$ cat src/trfp_pkg.sv
`timescale 1ns / 1ps

package trfp_pkg;

  localparam int FINGER_SLOTS = 5;
  localparam int RAW_SHIFT    = 11;  // raw span of 2048
  localparam int FRAME_LEN    = 1 + 4 * FINGER_SLOTS + 2;
  localparam int POS_W        = $clog2(FRAME_LEN);
  localparam int SLOT_W       = $clog2(FINGER_SLOTS);
  localparam int REC_BYTES    = 3;
  localparam int PART_W       = $clog2(REC_BYTES);
  localparam int CFG_W        = 12;
  localparam int CFG_IDX_W    = 1;
  localparam int COORD_W      = 16;
  localparam int OUT_SLOT_W   = 3;

  localparam logic [7:0] MODE_RAW  = 8'h5A;
  localparam logic [7:0] EMPTY_B   = 8'hFF;
  localparam logic [7:0] HI_X_MASK = 8'hF0;
  localparam logic [7:0] HI_Y_MASK = 8'h0F;

  localparam logic [CFG_IDX_W-1:0] CFG_PANEL_X = 1'd0;
  localparam logic [CFG_IDX_W-1:0] CFG_PANEL_Y = 1'd1;

  localparam logic [CFG_W-1:0] PANEL_RESET = 12'd2047;

  typedef enum logic [1:0] {
    KIND_FINGER   = 2'd0,
    KIND_DONE     = 2'd1,
    KIND_MODE_ERR = 2'd2,
    KIND_SUM_ERR  = 2'd3
  } kind_t;

  typedef enum logic [2:0] {
    ST_IDLE,
    ST_SCAN,
    ST_DONE,
    ST_MODE_ERR,
    ST_SUM_ERR
  } state_t;

  typedef struct packed {
    logic  take_byte;
    logic  idx_clear;
    logic  idx_inc;
    logic  load_en;
    kind_t load_kind;
  } cmd_t;

  typedef struct packed {
    logic last_byte;
    logic mode_ok;
    logic sum_ok;
    logic rec_empty;
    logic idx_last;
    logic out_free;
  } sts_t;

endpackage

$ cat src/trfp_ctrl.sv
`timescale 1ns / 1ps

module trfp_ctrl (
  input  logic            clk,
  input  logic            rst_n,
  input  logic            in_valid,
  output logic            in_stall,
  input  trfp_pkg::sts_t  sts,
  output trfp_pkg::cmd_t  cmd
);

  trfp_pkg::state_t state_r, state_nxt;

  always_ff @(posedge clk) begin
    if (!rst_n) begin
      state_r <= trfp_pkg::ST_IDLE;
    end else begin
      state_r <= state_nxt;
    end
  end

  always_comb begin
    state_nxt = state_r;
    case (state_r)
      trfp_pkg::ST_IDLE: begin
        if (in_valid && sts.last_byte) begin
          if (!sts.mode_ok) begin
            state_nxt = trfp_pkg::ST_MODE_ERR;
          end else if (!sts.sum_ok) begin
            state_nxt = trfp_pkg::ST_SUM_ERR;
          end else begin
            state_nxt = trfp_pkg::ST_SCAN;
          end
        end
      end
      trfp_pkg::ST_SCAN: begin
        if (sts.idx_last && (sts.rec_empty || sts.out_free)) begin
          state_nxt = trfp_pkg::ST_DONE;
        end
      end
      trfp_pkg::ST_DONE, trfp_pkg::ST_MODE_ERR, trfp_pkg::ST_SUM_ERR: begin
        if (sts.out_free) begin
          state_nxt = trfp_pkg::ST_IDLE;
        end
      end
      default: state_nxt = trfp_pkg::ST_IDLE;
    endcase
  end

  always_comb begin
    cmd           = '0;
    cmd.load_kind = trfp_pkg::KIND_FINGER;
    in_stall      = 1'b1;
    case (state_r)
      trfp_pkg::ST_IDLE: begin
        in_stall      = 1'b0;
        cmd.take_byte = in_valid;
        cmd.idx_clear = 1'b1;
      end
      trfp_pkg::ST_SCAN: begin
        // empty records are skipped without waiting on the output
        if (sts.rec_empty) begin
          cmd.idx_inc = 1'b1;
        end else if (sts.out_free) begin
          cmd.idx_inc = 1'b1;
          cmd.load_en = 1'b1;
        end
      end
      trfp_pkg::ST_DONE: begin
        cmd.load_en   = sts.out_free;
        cmd.load_kind = trfp_pkg::KIND_DONE;
      end
      trfp_pkg::ST_MODE_ERR: begin
        cmd.load_en   = sts.out_free;
        cmd.load_kind = trfp_pkg::KIND_MODE_ERR;
      end
      trfp_pkg::ST_SUM_ERR: begin
        cmd.load_en   = sts.out_free;
        cmd.load_kind = trfp_pkg::KIND_SUM_ERR;
      end
      default: begin
        in_stall = 1'b1;
      end
    endcase
  end

  a_final_returns_idle: assert property (@(posedge clk) disable iff (!rst_n)
    cmd.load_en && cmd.load_kind != trfp_pkg::KIND_FINGER |=> state_r == trfp_pkg::ST_IDLE)
    else $error("final result did not return controller to idle");

  a_scan_after_good_frame: assert property (@(posedge clk) disable iff (!rst_n)
    state_r == trfp_pkg::ST_IDLE && cmd.take_byte && sts.last_byte && sts.mode_ok &&
    sts.sum_ok |=> state_r == trfp_pkg::ST_SCAN)
    else $error("good frame did not start record scan");

  a_mode_checked_first: assert property (@(posedge clk) disable iff (!rst_n)
    cmd.take_byte && sts.last_byte && !sts.mode_ok |=> state_r == trfp_pkg::ST_MODE_ERR)
    else $error("wrong mode not reported");

endmodule

$ cat src/trfp_dp.sv
`timescale 1ns / 1ps

module trfp_dp (
  input  logic                                 clk,
  input  logic                                 rst_n,
  input  logic [7:0]                           in_data_byte,
  input  logic                                 in_frame_start,
  input  logic                                 cfg_we,
  input  logic [trfp_pkg::CFG_IDX_W-1:0]       cfg_index,
  input  logic [trfp_pkg::CFG_W-1:0]           cfg_wdata,
  input  trfp_pkg::cmd_t                       cmd,
  output trfp_pkg::sts_t                       sts,
  output logic                                 out_valid,
  input  logic                                 out_stall,
  output logic [1:0]                           out_kind,
  output logic [trfp_pkg::OUT_SLOT_W-1:0]      out_slot,
  output logic [trfp_pkg::COORD_W-1:0]         out_pos_x,
  output logic [trfp_pkg::COORD_W-1:0]         out_pos_y,
  output logic                                 out_last
);

  localparam int PROD_W = 2 * trfp_pkg::CFG_W;

  logic [trfp_pkg::POS_W-1:0]  pos_r;
  logic [7:0]                  sum_r;
  logic [7:0]                  mode_r;
  logic [trfp_pkg::CFG_W-1:0]  pmx_r;
  logic [trfp_pkg::CFG_W-1:0]  pmy_r;
  logic [trfp_pkg::SLOT_W-1:0] idx_r;
  logic [7:0]                  rec_r [trfp_pkg::FINGER_SLOTS][trfp_pkg::REC_BYTES];

  logic                          out_valid_r;
  trfp_pkg::kind_t               kind_r;
  logic [trfp_pkg::OUT_SLOT_W-1:0] slot_r;
  logic [trfp_pkg::COORD_W-1:0]  pos_x_r;
  logic [trfp_pkg::COORD_W-1:0]  pos_y_r;
  logic                          last_r;

  logic [trfp_pkg::POS_W-1:0]    pos_cur;
  logic [trfp_pkg::POS_W-1:0]    pos_m1;
  logic [7:0]                    sum_base;
  logic                          rec_we;
  logic [trfp_pkg::SLOT_W-1:0]   wr_slot;
  logic [trfp_pkg::PART_W-1:0]   wr_part;
  logic [7:0]                    rd_hi, rd_xl, rd_yl;
  logic [trfp_pkg::CFG_W-1:0]    raw_x, raw_y;
  logic [PROD_W-1:0]             prod_x, prod_y;

  // byte bookkeeping
  assign pos_cur  = in_frame_start ? '0 : pos_r;
  assign pos_m1   = pos_cur - 1'b1;
  assign sum_base = (pos_cur == '0) ? 8'd0 : sum_r;
  assign wr_slot  = trfp_pkg::SLOT_W'(pos_m1 >> 2);
  assign wr_part  = pos_m1[trfp_pkg::PART_W-1:0];
  assign rec_we   = (pos_cur != '0) &&
                    (pos_cur <= trfp_pkg::POS_W'(4 * trfp_pkg::FINGER_SLOTS)) &&
                    (pos_m1[1:0] != 2'd3);

  assign sts.last_byte = (pos_cur == trfp_pkg::POS_W'(trfp_pkg::FRAME_LEN - 1));
  assign sts.mode_ok   = (mode_r == trfp_pkg::MODE_RAW);
  assign sts.sum_ok    = (8'(8'd0 - sum_base) == in_data_byte);

  always_ff @(posedge clk) begin
    if (!rst_n) begin
      pos_r  <= '0;
      sum_r  <= '0;
      mode_r <= '0;
    end else if (cmd.take_byte) begin
      if (sts.last_byte) begin
        pos_r <= '0;
      end else begin
        pos_r <= pos_cur + 1'b1;
        sum_r <= sum_base + in_data_byte;
        if (pos_cur == '0) begin
          mode_r <= in_data_byte;
        end
      end
    end
  end

  always_ff @(posedge clk) begin
    if (cmd.take_byte && !sts.last_byte && rec_we) begin
      rec_r[wr_slot][wr_part] <= in_data_byte;
    end
  end

  always_ff @(posedge clk) begin
    if (!rst_n) begin
      pmx_r <= trfp_pkg::PANEL_RESET;
      pmy_r <= trfp_pkg::PANEL_RESET;
    end else if (cfg_we) begin
      if (cfg_index == trfp_pkg::CFG_PANEL_X) begin
        pmx_r <= cfg_wdata;
      end
      if (cfg_index == trfp_pkg::CFG_PANEL_Y) begin
        pmy_r <= cfg_wdata;
      end
    end
  end

  // record scan
  always_ff @(posedge clk) begin
    if (!rst_n) begin
      idx_r <= '0;
    end else if (cmd.idx_clear) begin
      idx_r <= '0;
    end else if (cmd.idx_inc && !sts.idx_last) begin
      idx_r <= idx_r + 1'b1;
    end
  end

  assign rd_hi = rec_r[idx_r][0];
  assign rd_xl = rec_r[idx_r][1];
  assign rd_yl = rec_r[idx_r][2];

  assign sts.rec_empty = (rd_hi == trfp_pkg::EMPTY_B) && (rd_xl == trfp_pkg::EMPTY_B) &&
                         (rd_yl == trfp_pkg::EMPTY_B);
  assign sts.idx_last  = (idx_r == trfp_pkg::SLOT_W'(trfp_pkg::FINGER_SLOTS - 1));

  assign raw_x  = {4'((rd_hi & trfp_pkg::HI_X_MASK) >> 4), rd_xl};
  assign raw_y  = {4'(rd_hi & trfp_pkg::HI_Y_MASK), rd_yl};
  assign prod_x = {{trfp_pkg::CFG_W{1'b0}}, raw_x} * {{trfp_pkg::CFG_W{1'b0}}, pmx_r};
  assign prod_y = {{trfp_pkg::CFG_W{1'b0}}, raw_y} * {{trfp_pkg::CFG_W{1'b0}}, pmy_r};

  // output register
  assign sts.out_free = !out_valid_r || !out_stall;

  always_ff @(posedge clk) begin
    if (!rst_n) begin
      out_valid_r <= 1'b0;
    end else if (cmd.load_en) begin
      out_valid_r <= 1'b1;
    end else if (!out_stall) begin
      out_valid_r <= 1'b0;
    end
  end

  always_ff @(posedge clk) begin
    if (cmd.load_en) begin
      kind_r <= cmd.load_kind;
      if (cmd.load_kind == trfp_pkg::KIND_FINGER) begin
        slot_r  <= trfp_pkg::OUT_SLOT_W'(idx_r);
        pos_x_r <= trfp_pkg::COORD_W'(prod_x >> trfp_pkg::RAW_SHIFT);
        pos_y_r <= trfp_pkg::COORD_W'(prod_y >> trfp_pkg::RAW_SHIFT);
        last_r  <= 1'b0;
      end else begin
        slot_r  <= '0;
        pos_x_r <= '0;
        pos_y_r <= '0;
        last_r  <= 1'b1;
      end
    end
  end

  assign out_valid = out_valid_r;
  assign out_kind  = kind_r;
  assign out_slot  = slot_r;
  assign out_pos_x = pos_x_r;
  assign out_pos_y = pos_y_r;
  assign out_last  = last_r;

  a_pos_wraps: assert property (@(posedge clk) disable iff (!rst_n)
    cmd.take_byte && sts.last_byte |=> pos_r == '0)
    else $error("position did not wrap after checksum byte");

  a_no_empty_report: assert property (@(posedge clk) disable iff (!rst_n)
    cmd.load_en && cmd.load_kind == trfp_pkg::KIND_FINGER |-> !sts.rec_empty)
    else $error("finger report loaded from an empty record");

  a_pos_in_frame: assert property (@(posedge clk) disable iff (!rst_n)
    pos_r <= trfp_pkg::POS_W'(trfp_pkg::FRAME_LEN - 1))
    else $error("byte position past end of frame");

endmodule

$ cat src/touch_report_frame_parser_top.sv
`timescale 1ns / 1ps

// Port group | Direction | Handshake          | Payload
// in_*       | input     | in_valid/in_stall  | data_byte[7:0], frame_start
// out_*      | output    | out_valid/out_stall| kind[1:0], slot[2:0], pos_x/pos_y[15:0], last
// cfg_*      | input     | cfg_we             | index[0], wdata[11:0]
//
// A byte inside a frame is taken while in_stall is low and causes no transfer.
// A good checksum byte starts a scan of one record slot per cycle (a full slot
// waits while the output is stalled), then a frame-done result; else a status result.
// in_stall is high while the scan or a status result is in progress.
// rst_n is synchronous; it clears position, sum, mode and sets both panel sizes to 2047.
// A stalled result holds in the output register; the scan waits on it for a non-empty record.

module touch_report_frame_parser_top (
  input  logic                               clk,
  input  logic                               rst_n,
  input  logic                               in_valid,
  output logic                               in_stall,
  input  logic [7:0]                         in_data_byte,
  input  logic                               in_frame_start,
  output logic                               out_valid,
  input  logic                               out_stall,
  output logic [1:0]                         out_kind,
  output logic [trfp_pkg::OUT_SLOT_W-1:0]    out_slot,
  output logic [trfp_pkg::COORD_W-1:0]       out_pos_x,
  output logic [trfp_pkg::COORD_W-1:0]       out_pos_y,
  output logic                               out_last,
  input  logic                               cfg_we,
  input  logic [trfp_pkg::CFG_IDX_W-1:0]     cfg_index,
  input  logic [trfp_pkg::CFG_W-1:0]         cfg_wdata
);

  trfp_pkg::cmd_t cmd;
  trfp_pkg::sts_t sts;

  trfp_ctrl u_ctrl (
    .clk      (clk),
    .rst_n    (rst_n),
    .in_valid (in_valid),
    .in_stall (in_stall),
    .sts      (sts),
    .cmd      (cmd)
  );

  trfp_dp u_dp (
    .clk            (clk),
    .rst_n          (rst_n),
    .in_data_byte   (in_data_byte),
    .in_frame_start (in_frame_start),
    .cfg_we         (cfg_we),
    .cfg_index      (cfg_index),
    .cfg_wdata      (cfg_wdata),
    .cmd            (cmd),
    .sts            (sts),
    .out_valid      (out_valid),
    .out_stall      (out_stall),
    .out_kind       (out_kind),
    .out_slot       (out_slot),
    .out_pos_x      (out_pos_x),
    .out_pos_y      (out_pos_y),
    .out_last       (out_last)
  );

endmodule
$ cat config.mk
export PLATFORM = sky130hd
export DESIGN_NAME = touch_report_frame_parser_top
export DESIGN_NICKNAME = d
export VERILOG_FILES = /design/src/trfp_pkg.sv /design/src/trfp_ctrl.sv /design/src/trfp_dp.sv /design/src/touch_report_frame_parser_top.sv
export SDC_FILE = /design/constraint.sdc
export NUM_CORES = 1
export LEC_CHECK = 0
export BUFFER_PORTS_ARGS = -buffer_cell sky130_fd_sc_hd__buf_4
export CAP_MARGIN = 20
export CELL_PAD_IN_SITES_DETAIL_PLACEMENT = 1
export CELL_PAD_IN_SITES_GLOBAL_PLACEMENT = 1
export CORE_UTILIZATION = 25
export DETAILED_ROUTE_END_ITERATION = 10
export PLACE_DENSITY_LB_ADDON = 0.1
export SLEW_MARGIN = 20
export SYNTH_ARGS = -nofsm -noshare
export SYNTH_HDL_FRONTEND = slang
export SYNTH_HIERARCHICAL = 1
export SYNTH_SLANG_ARGS = --single-unit
$ cat constraint.sdc
create_clock -name clk -period 5.8 [get_ports clk]
set_input_delay 0.29 -clock clk [delete_from_list [all_inputs] [get_ports clk]]
set_output_delay 0.29 -clock clk [all_outputs]
set_load 0.1 [all_outputs]
* Word level (Yosys, flattened, before mapping)
Memories as Yosys holds them, arrays and structs flattened. A register that Yosys moved wholly into a read port is not among the register bits. Cells that the tools add are included.
Storage, ports and cells: bits in registers 90, memory bits (writable) 120, input port bits 27, output and inout bits 40, word-level logic and storage cells 99, memories 1
Memory list:
- u_dp.rec_r | words 5, width 24, rd ports 1, clocked after memory_dff 1, write ports 1, line trfp_dp.sv:30 | logic [7:0] rec_r [trfp_pkg::FINGER_SLOTS][trfp_pkg::REC_BYTES];
Operators by class: add/sub/neg operators 5, multiply operators 2, order comparisons 3, equal/unequal tests 16, multiplexer cells 26, bitwise operators 4, reductions and logical operators 27
Operators by type and width (count):
- $mul A12 B12 Y24 | 2
- $eq A8 B8 Y1 const B | 3
- $mux W24 | 1
- $mux W3 | 7
- $demux W8 S2 | 1
- $mux W8 | 2
- $logic_and A1 B1 Y1 | 10
- $mux W5 | 2
- $pmux W3 S3 | 1
- $add A8 B8 Y8 | 1
- $eq A8 B7 Y1 const B | 1
- $eq A8 B8 Y1 | 1
- $mux W1 | 8
- $ne A2 B1 Y1 const B | 4
- $sub A1 B8 Y8 const A | 1
- $eq A3 B2 Y1 const B | 2
- $eq A3 B3 Y1 const B | 2
- $pmux W2 S3 | 1
- $reduce_and A2 Y1 | 3
- $reduce_and A3 Y1 | 2
- $add A5 B1 Y5 const B | 1
- $eq A5 B5 Y1 const B | 1
- $le A5 B5 Y1 const B | 1
- $logic_not A5 Y1 | 1
- 17 further kinds | 24

* Logic depth before layout (Yosys ltp)
Gate-level depths: netlist of the first run.
depth in word-level cells 9, depth in mapped cells 26, depth with buffers taken out 22

* Cells and area by module
The synthesis of the first run kept the hierarchy.
Modules (own cells, without submodules):
- trfp_dp | times used 1, cells an instance 1739, area each 17458.0 um^2, seq. area each 5605.4 um^2
- trfp_ctrl | times used 1, cells an instance 39, area each 315.3 um^2, seq. area each 60.1 um^2

* Worst setup path after synthesis of the first run
No wires, ideal clock.
kind register -> register, start point register with a tool-made name, end point register u_dp.pos_x_r (netlist bit u_dp/out_pos_x[10]), data pin, library setup time 0.259 ns, arrival 6.017 ns, data required time 5.541 ns, slack -0.475 ns, stages on the path, launching flop included 23, buffers on the path 3, period minus slack after synthesis 6.275 ns, cells stage by stage dfxtp_1 buf_6 buf_2 mux4_2 nand2_1 nand2_1 clkbuf_1 and2_1 fa_1 fa_1 fa_1 fa_1 inv_1 fa_1 inv_1 ha_1 a21oi_1 o21ai_1 a221oi_1 o21ai_0 o31ai_2 or3b_1 nor3b_1
RTL lines:
- end signal, assigned | line trfp_dp.sv:143 | pos_x_r <= trfp_pkg::COORD_W'(prod_x >> trfp_pkg::RAW_SHIFT);
- end, declared | line trfp_dp.sv:35 | logic [trfp_pkg::COORD_W-1:0] pos_x_r;

==> results of run 1 <==
## metal layers
metal / routed length (um) / vias to the layer above / track usage, % / share of wire, %
met5: 0 / - / 0 / 0
met4: 864 / 0 / 2.76 / 1.6
met3: 1870 / 49 / 1.80 / 3.6
met2: 24000 / 173 / 24.4 / 45
met1: 26000 / 6397 / 21.1 / 49
li1: - / 6140 / - / -
## kinds of logic after synthesis
kind of cell | count (synthesis)
AND/OR/NAND/NOR | 671
buffers and inverters | 360
adder cells (fa/ha/maj) | 329
flip-flops | 207
AO/OA/AOI/OAI | 144
XOR/XNOR | 35
multiplexers | 31
other | 1
## worst max-delay path by stage
stage               from            endpoint  cells after the start  slack [ns]
CTS                 flop  u_dp/out_pos_x[10]                     22       -0.38
detailed placement  flop  u_dp/out_pos_x[10]                     21       -0.65
finish              flop  u_dp/out_pos_x[10]                     22       -0.31
global route        flop  u_dp/out_pos_x[10]                     22       -0.54
global placement    flop  u_dp/out_pos_x[10]                     21       -0.50
floorplan           flop  u_dp/out_pos_x[10]                     23       -0.04
## what timing repair did
item / CTS / global route
buffers inserted: 17 / 22
setup endpoints to repair: 25 / 26
hold buffers: 11 / 0
endpoints found under the hold margin: 18 / 0
resized for setup: 126 / 123
pin swaps: 56 / 62
cloned: 2 / 0
## flip-flops by register name (all words and copies together), names as in the netlist, named ones only
register        count
u_dp/out_slot       3
u_dp/idx_r          3
u_dp/rec_r        120
u_dp/pos_r          5
u_dp/pmy_r         12
u_dp/out_pos_x     13
u_dp/pmx_r         12
u_dp/out_last       1
u_dp/out_pos_y     13
u_dp/sum_r          8
u_dp/mode_r         8
u_dp/out_valid      1
u_dp/out_kind       2
u_ctrl/state_r      3
## worst max-delay path: cells and delay by family, from the launching register on
kind	cells	cell delay (ns)
simple gates	5	0.80
flops	1	0.37
buf+inv	5	0.45
fa+ha+maj	6	2.77
compound gates	5	0.87
mux	1	0.53
## through the flow
| step | setup TNS (ns) | cell area, um^2 | hold slack (ns) |
|---|---|---|---|
| after global routing | -8.01 | 22800 | 0.0199 |
| after detailed placement | -8.49 | 20300 | 0.459 |
| final | -3.15 | 22800 | 0.0514 |
| after CTS | -4.48 | 22200 | 0.00414 |
| after global placement | -7.07 | 20300 | 0.450 |
| after floorplan | -0.0535 | 17900 | 0.389 |
## cells in the final DEF (no fill, tap or decap), types with 8 or more instances in the layout
cell / n
dfxtp_1: 54
buf_12: 8
nand2b_1: 13
nand2_4: 15
inv_1: 252
nor2_1: 57
xnor2_1: 20
clkbuf_16: 28
nand2_1: 311
o21a_1: 10
inv_2: 21
nand2_2: 31
a21oi_1: 14
xor2_1: 13
nand4_1: 11
fa_1: 176
fa_2: 23
nand3_1: 29
o21ai_0: 19
nor2b_1: 9
edfxtp_1: 152
and2_4: 17
buf_4: 217
dlygate4sd3_1: 11
a21oi_2: 9
a21boi_0: 15
and2_1: 110
ha_1: 105
nor3_1: 20
buf_6: 29
ha_4: 20
a21o_1: 14
mux4_2: 24
## area by class of cell
| cell class | instances | area, um^2 |
|---|---|---|
| clock buffers | 32 | 746 |
| well taps | 940 | 1180 |
| flip-flops and latches | 207 | 5670 |
| inverters | 273 | 1020 |
| multi-input cells | 1216 | 11600 |
| repair buffers | 266 | 2240 |
| clock inverters | 20 | 273 |
| fillers | 7951 | 47400 |
==> results.sh, run 1 <==
export IMPL_r2r_slack_ns=-0.31
export IMPL_drv_cap=0
export IMPL_crit_chain="buf_12 > mux4_2 > nand2_2 > nand2_2 > buf_6 > buf_12 > and2_4 > fa_1 > fa_2 > fa_2 > fa_1 > inv_1 > fa_1 > inv_2 > ha_4 > a21oi_2 > o21ai_2 > a221oi_4 > o21ai_4 > o31ai_2 > or3b_1 > nor3b_1"
export IMPL_drv_slew=0
export IMPL_synth_mux_area_fraction_pct=3.44
export IMPL_slowest_delay_ns=0.60
export IMPL_status="finished, violations left"
export IMPL_synth_edff_count=152
export IMPL_whs_path_depth=3
export IMPL_grt_pass1_vias=14225
export IMPL_ios=67
export IMPL_via_per_inst=4.32
export IMPL_grt_max_degree=54
export IMPL_synth_cells=1778
export IMPL_worst_slack_ns=-0.313
export IMPL_hold_end="u_dp/pmy_r[10]"
export IMPL_num_antenna_cells=0
export IMPL_yosys_warnings=6
export IMPL_cts_buffers=28
export IMPL_cp_arrival_ns=6.38
export IMPL_clk_pin_slew_worst_paths_ns=0.06
export IMPL_synthSimpleGateAreaFrac_pct=17.8
export IMPL_tightest_slew_ns=1.00
export IMPL_finalHoldViolCount=0
export IMPL_drive_gt1_share_pct=26.2
export IMPL_r2r_cells=22
export IMPL_rows=97
export IMPL_async_flop_share_pct=0
export IMPL_synthTopCellsByArea="edfxtp_1 26%, fa_1 22%, ha_1 9.2%"
export IMPL_fin_skew_ns=0.0411
export IMPL_fin_crit_ns=6.11
export IMPL_drc=0
export IMPL_ant_nets=0
export IMPL_clock_root_buffer="clkbuf_16"
export IMPL_cpMaxStageDelayCell="fa_2"
export IMPL_ys_ff_latch=207
export IMPL_clock_fmax_mhz=164
export IMPL_htreeDepth=1
export IMPL_routabilityCongestion=0.793
export IMPL_synthFlopType="edfxtp_1"
export IMPL_placedCellCount=2855
export IMPL_chipHeight_um=269
export IMPL_first_iter_violations=500
export IMPL_rsz0062_at_grt="true"
export IMPL_critPathLaunchType="flop"
export IMPL_grt_pass1_wl_um=82500
export IMPL_critPathMostFrequentCell="fa_1"
export IMPL_violations="negative setup slack"
export IMPL_detail_route_wl_per_cell_um=17.8
export IMPL_start_util_pct=25.3
export IMPL_reg2reg_to="u_dp/out_pos_x[10]"
export IMPL_ctsLongestPathBuffers=3
export IMPL_grt_overflow=0
export IMPL_routed_wl_um=52700
export IMPL_synth_fa_ha_area_share_pct=31.6
export IMPL_place_ws_ns=-0.655
export IMPL_dieArea_um2=72200
export IMPL_antenna_found_initial=1
export IMPL_vias=12759
export IMPL_path_class="flop to flop"
export IMPL_synth_top_cell_by_area="edfxtp_1"
export IMPL_relSlewSlack_pct=33.2
export IMPL_cts_sinks=207
export IMPL_avgSynthCellArea_um2=10.0
export IMPL_ys_seq_area_share_pct=31.9
export IMPL_coreArea_um2=70100
export IMPL_clock_latency_ns=0.59
export IMPL_setup_viol=17
export IMPL_min_delay_path_class="primary input to flop"
export IMPL_crit_fanout=5
export IMPL_hold_start="cfg_wdata[10]"
export IMPL_nNetsFinal=2348
export IMPL_final_cells=2954
export IMPL_die_x_um=269
export IMPL_syn_area_um2=17800
export IMPL_cts_tree="built"
export IMPL_track_usage_pct=14.9
export IMPL_ys_types=75
export IMPL_dp_hpwl_um=42200
export IMPL_area_growth_pct=28.1
export IMPL_synth_xor_area_share_pct=1.72
export IMPL_finalCoreUtilization_pct=32.4
export IMPL_cp_data_required_time_ns=6.06
export IMPL_synth_top_family_by_area="adder cells"
export IMPL_dr_pass1_iters=4
export IMPL_netlist_area_leader_share_pct=25.7
export IMPL_post_route_period_util_pct=105
export IMPL_cp_end_kind="flop"
export IMPL_synth_compound_area_share_pct=5.69
export IMPL_yosysMostFrequentCell="nand2_1"
export IMPL_portBuffers=60
export IMPL_ys_top_cells_by_count="357 x nand2_1, 272 x inv_1, 199 x fa_1, 152 x edfxtp_1, 130 x ha_1"
Power of run 1 is not shown: default switching activity piles up to over one toggle a cycle in this logic, so the estimate is an artifact.
==> inputs of run 2 (changes only) <==
Settings changed: REMOVE_ABC_BUFFERS from default to 1.
==> run 2 against run 1 <==
The run still ends with negative setup slack left. Final cell count rose by 0.47%. Via count rose by 1.4%. Register-to-register slack improved by 0.13 ns. Largest cell class unchanged. Highest routed layer unchanged.
==> results.sh, run 2 (synthesis gave the netlist of run 1 again) <==
export IMPL_violations="negative setup slack"
export IMPL_finalHoldViolCount=0
export IMPL_crit_family="adder cells"
export IMPL_cts_sinks=207
export IMPL_cp_end_kind="flop"
export IMPL_die_x_um=269
export IMPL_cts_buffers=28
export IMPL_clock_latency_ns=0.59
export IMPL_first_iter_violations=407
export IMPL_clk_pin_slew_worst_paths_ns=0.06
export IMPL_drive_gt1_share_pct=26.1
export IMPL_post_route_period_util_pct=103
export IMPL_status="finished, violations left"
export IMPL_nNetsFinal=2361
export IMPL_htreeDepth=1
export IMPL_fin_skew_ns=0.0348
export IMPL_drv_cap=0
export IMPL_tightest_slew_ns=0.981
export IMPL_path_depth=23
export IMPL_r2r_cells=23
export IMPL_cp_arrival_ns=6.29
export IMPL_place_ws_ns=-0.713
export IMPL_routabilityCongestion=0.797
export IMPL_nFillCells=7980
export IMPL_drv_slew=0
export IMPL_cpMaxStageDelayCell="fa_2"
export IMPL_whs_path_depth=3
export IMPL_drc=0
export IMPL_area_growth_pct=28.3
export IMPL_track_usage_pct=14.6
export IMPL_worst_path_buf_inv=6
export IMPL_top_register="u_dp/rec_r"
export IMPL_clock_fmax_mhz=167
export IMPL_start_util_pct=25.3
export IMPL_largest_register_ffs=120
export IMPL_routed_wl_um=51800
export IMPL_critPathMostFrequentCell="fa_1"
export IMPL_antenna_found_initial=0
export IMPL_coreArea_um2=70100
export IMPL_crit_fanout=6
export IMPL_final_cells=2968
export IMPL_setup_viol=16
export IMPL_relSlewSlack_pct=34.6
export IMPL_dr_pass1_iters=4
export IMPL_crit_chain="buf_12 > buf_12 > mux4_2 > nand2_2 > nand2_2 > buf_6 > and2_4 > fa_1 > fa_2 > fa_2 > fa_1 > inv_1 > fa_1 > inv_2 > ha_4 > nand3_2 > buf_6 > nor2_4 > o211ai_1 > o211ai_1 > a21oi_2 > xor2_1 > nor2_1"
export IMPL_ant_nets=0
export IMPL_portBuffers=60
export IMPL_worst_slack_ns=-0.186
export IMPL_ios=67
export IMPL_cp_data_required_time_ns=6.10
export IMPL_dieArea_um2=72200
export IMPL_cts_tree="built"
export IMPL_placedCellCount=2854
export IMPL_fin_crit_ns=5.99
export IMPL_dp_hpwl_um=40800
export IMPL_rows=97
export IMPL_critPathLaunchType="flop"
export IMPL_via_per_inst=4.36
export IMPL_slowest_delay_ns=0.62
export IMPL_path_class="flop to flop"
export IMPL_vias=12936
export IMPL_final_common_cell="nand2_1"
export IMPL_chipHeight_um=269
export IMPL_min_delay_path_class="primary input to flop"
export IMPL_ctsLongestPathBuffers=3
export IMPL_clock_root_buffer="clkbuf_16"
export IMPL_grt_pass1_vias=14388
export IMPL_grt_max_degree=54
export IMPL_detail_route_wl_per_cell_um=17.4
export IMPL_rsz0062_at_grt="true"
export IMPL_layout_common_cells="308 x nand2_1, 252 x inv_1, 233 x buf_4, 188 x fa_1, 152 x edfxtp_1"
export IMPL_grt_overflow=0
export IMPL_grt_pass1_wl_um=81200
-- run 2: cell count changes in the layout (fill, tap and decap cells not counted), moves of 3 or more --
cell	before	now
buf_4	217	233
fa_1	176	188
fa_2	23	11
clkbuf_1	1	6
nand2_2	31	36
buf_12	8	4
nand2_1	311	308
nand3_2	4	1
-- run 2: final cells by class --
cell class	count	area [um^2]	share of cell area, %
sequential	207	5670	24.9
multi-input combinational	1216	11700	51.2
inverter	273	1030	4.51
antenna	1	2.50	0.0110
timing repair buffer	279	2290	10.1
tap	940	1180	5.16
clock buffer	35	737	3.23
clock inverter	17	213	0.933
-- run 2: repair_timing --
| action | 4_1_cts | 5_1_grt |
|---|---|---|
| hold buffers | 13 | 0 |
| gates resized for setup | 139 | 114 |
| endpoints found under the hold margin | 25 | 0 |
| setup endpoints to repair | 24 | 26 |
| buffers inserted | 28 | 24 |
| pin swaps | 76 | 76 |
-- run 2: worst min-delay path, cell delays in order --
cell      delay, ns
buf_4          0.19
nand2_1        0.08
a21boi_0       0.06
-- run 2: per-layer routing --
metal	GRT usage, %	vias up	wire (um)
li1	-	6167	-
met1	20.0	6593	24900
met2	24.3	118	24400
met3	1.91	58	1410
met4	3.52	0	1060
met5	0	-	0
-- run 2: worst paths after layout --
| check | from | end | slack [ns] |
|---|---|---|---|
| hold / removal | in_data_byte[0] | u_dp/mode_r[0] | 0.09 |
| setup reg to reg | flop | u_dp/out_pos_y[6] | -0.19 |
| hold reg to reg | u_dp/mode_r[5] | u_dp/mode_r[5] | 0.46 |
| setup / recovery | flop | u_dp/out_pos_y[6] | -0.19 |
-- run 2: per-stage QoR --
step / hold slack, ns / TNS, ns / util, % / instance area (um^2)
after global routing: 0.0755 / -5.29 / 32.5 / 22800
after global placement: 0.450 / -9.13 / 28.9 / 20300
final: 0.0912 / -1.57 / 32.5 / 22800
after floorplan: 0.362 / -16.16 / - / 17400
after detailed placement: 0.463 / -10.13 / 28.9 / 20300
after CTS: 0.0589 / -2.15 / 31.6 / 22200
Power of run 2 is left out for the same reason.
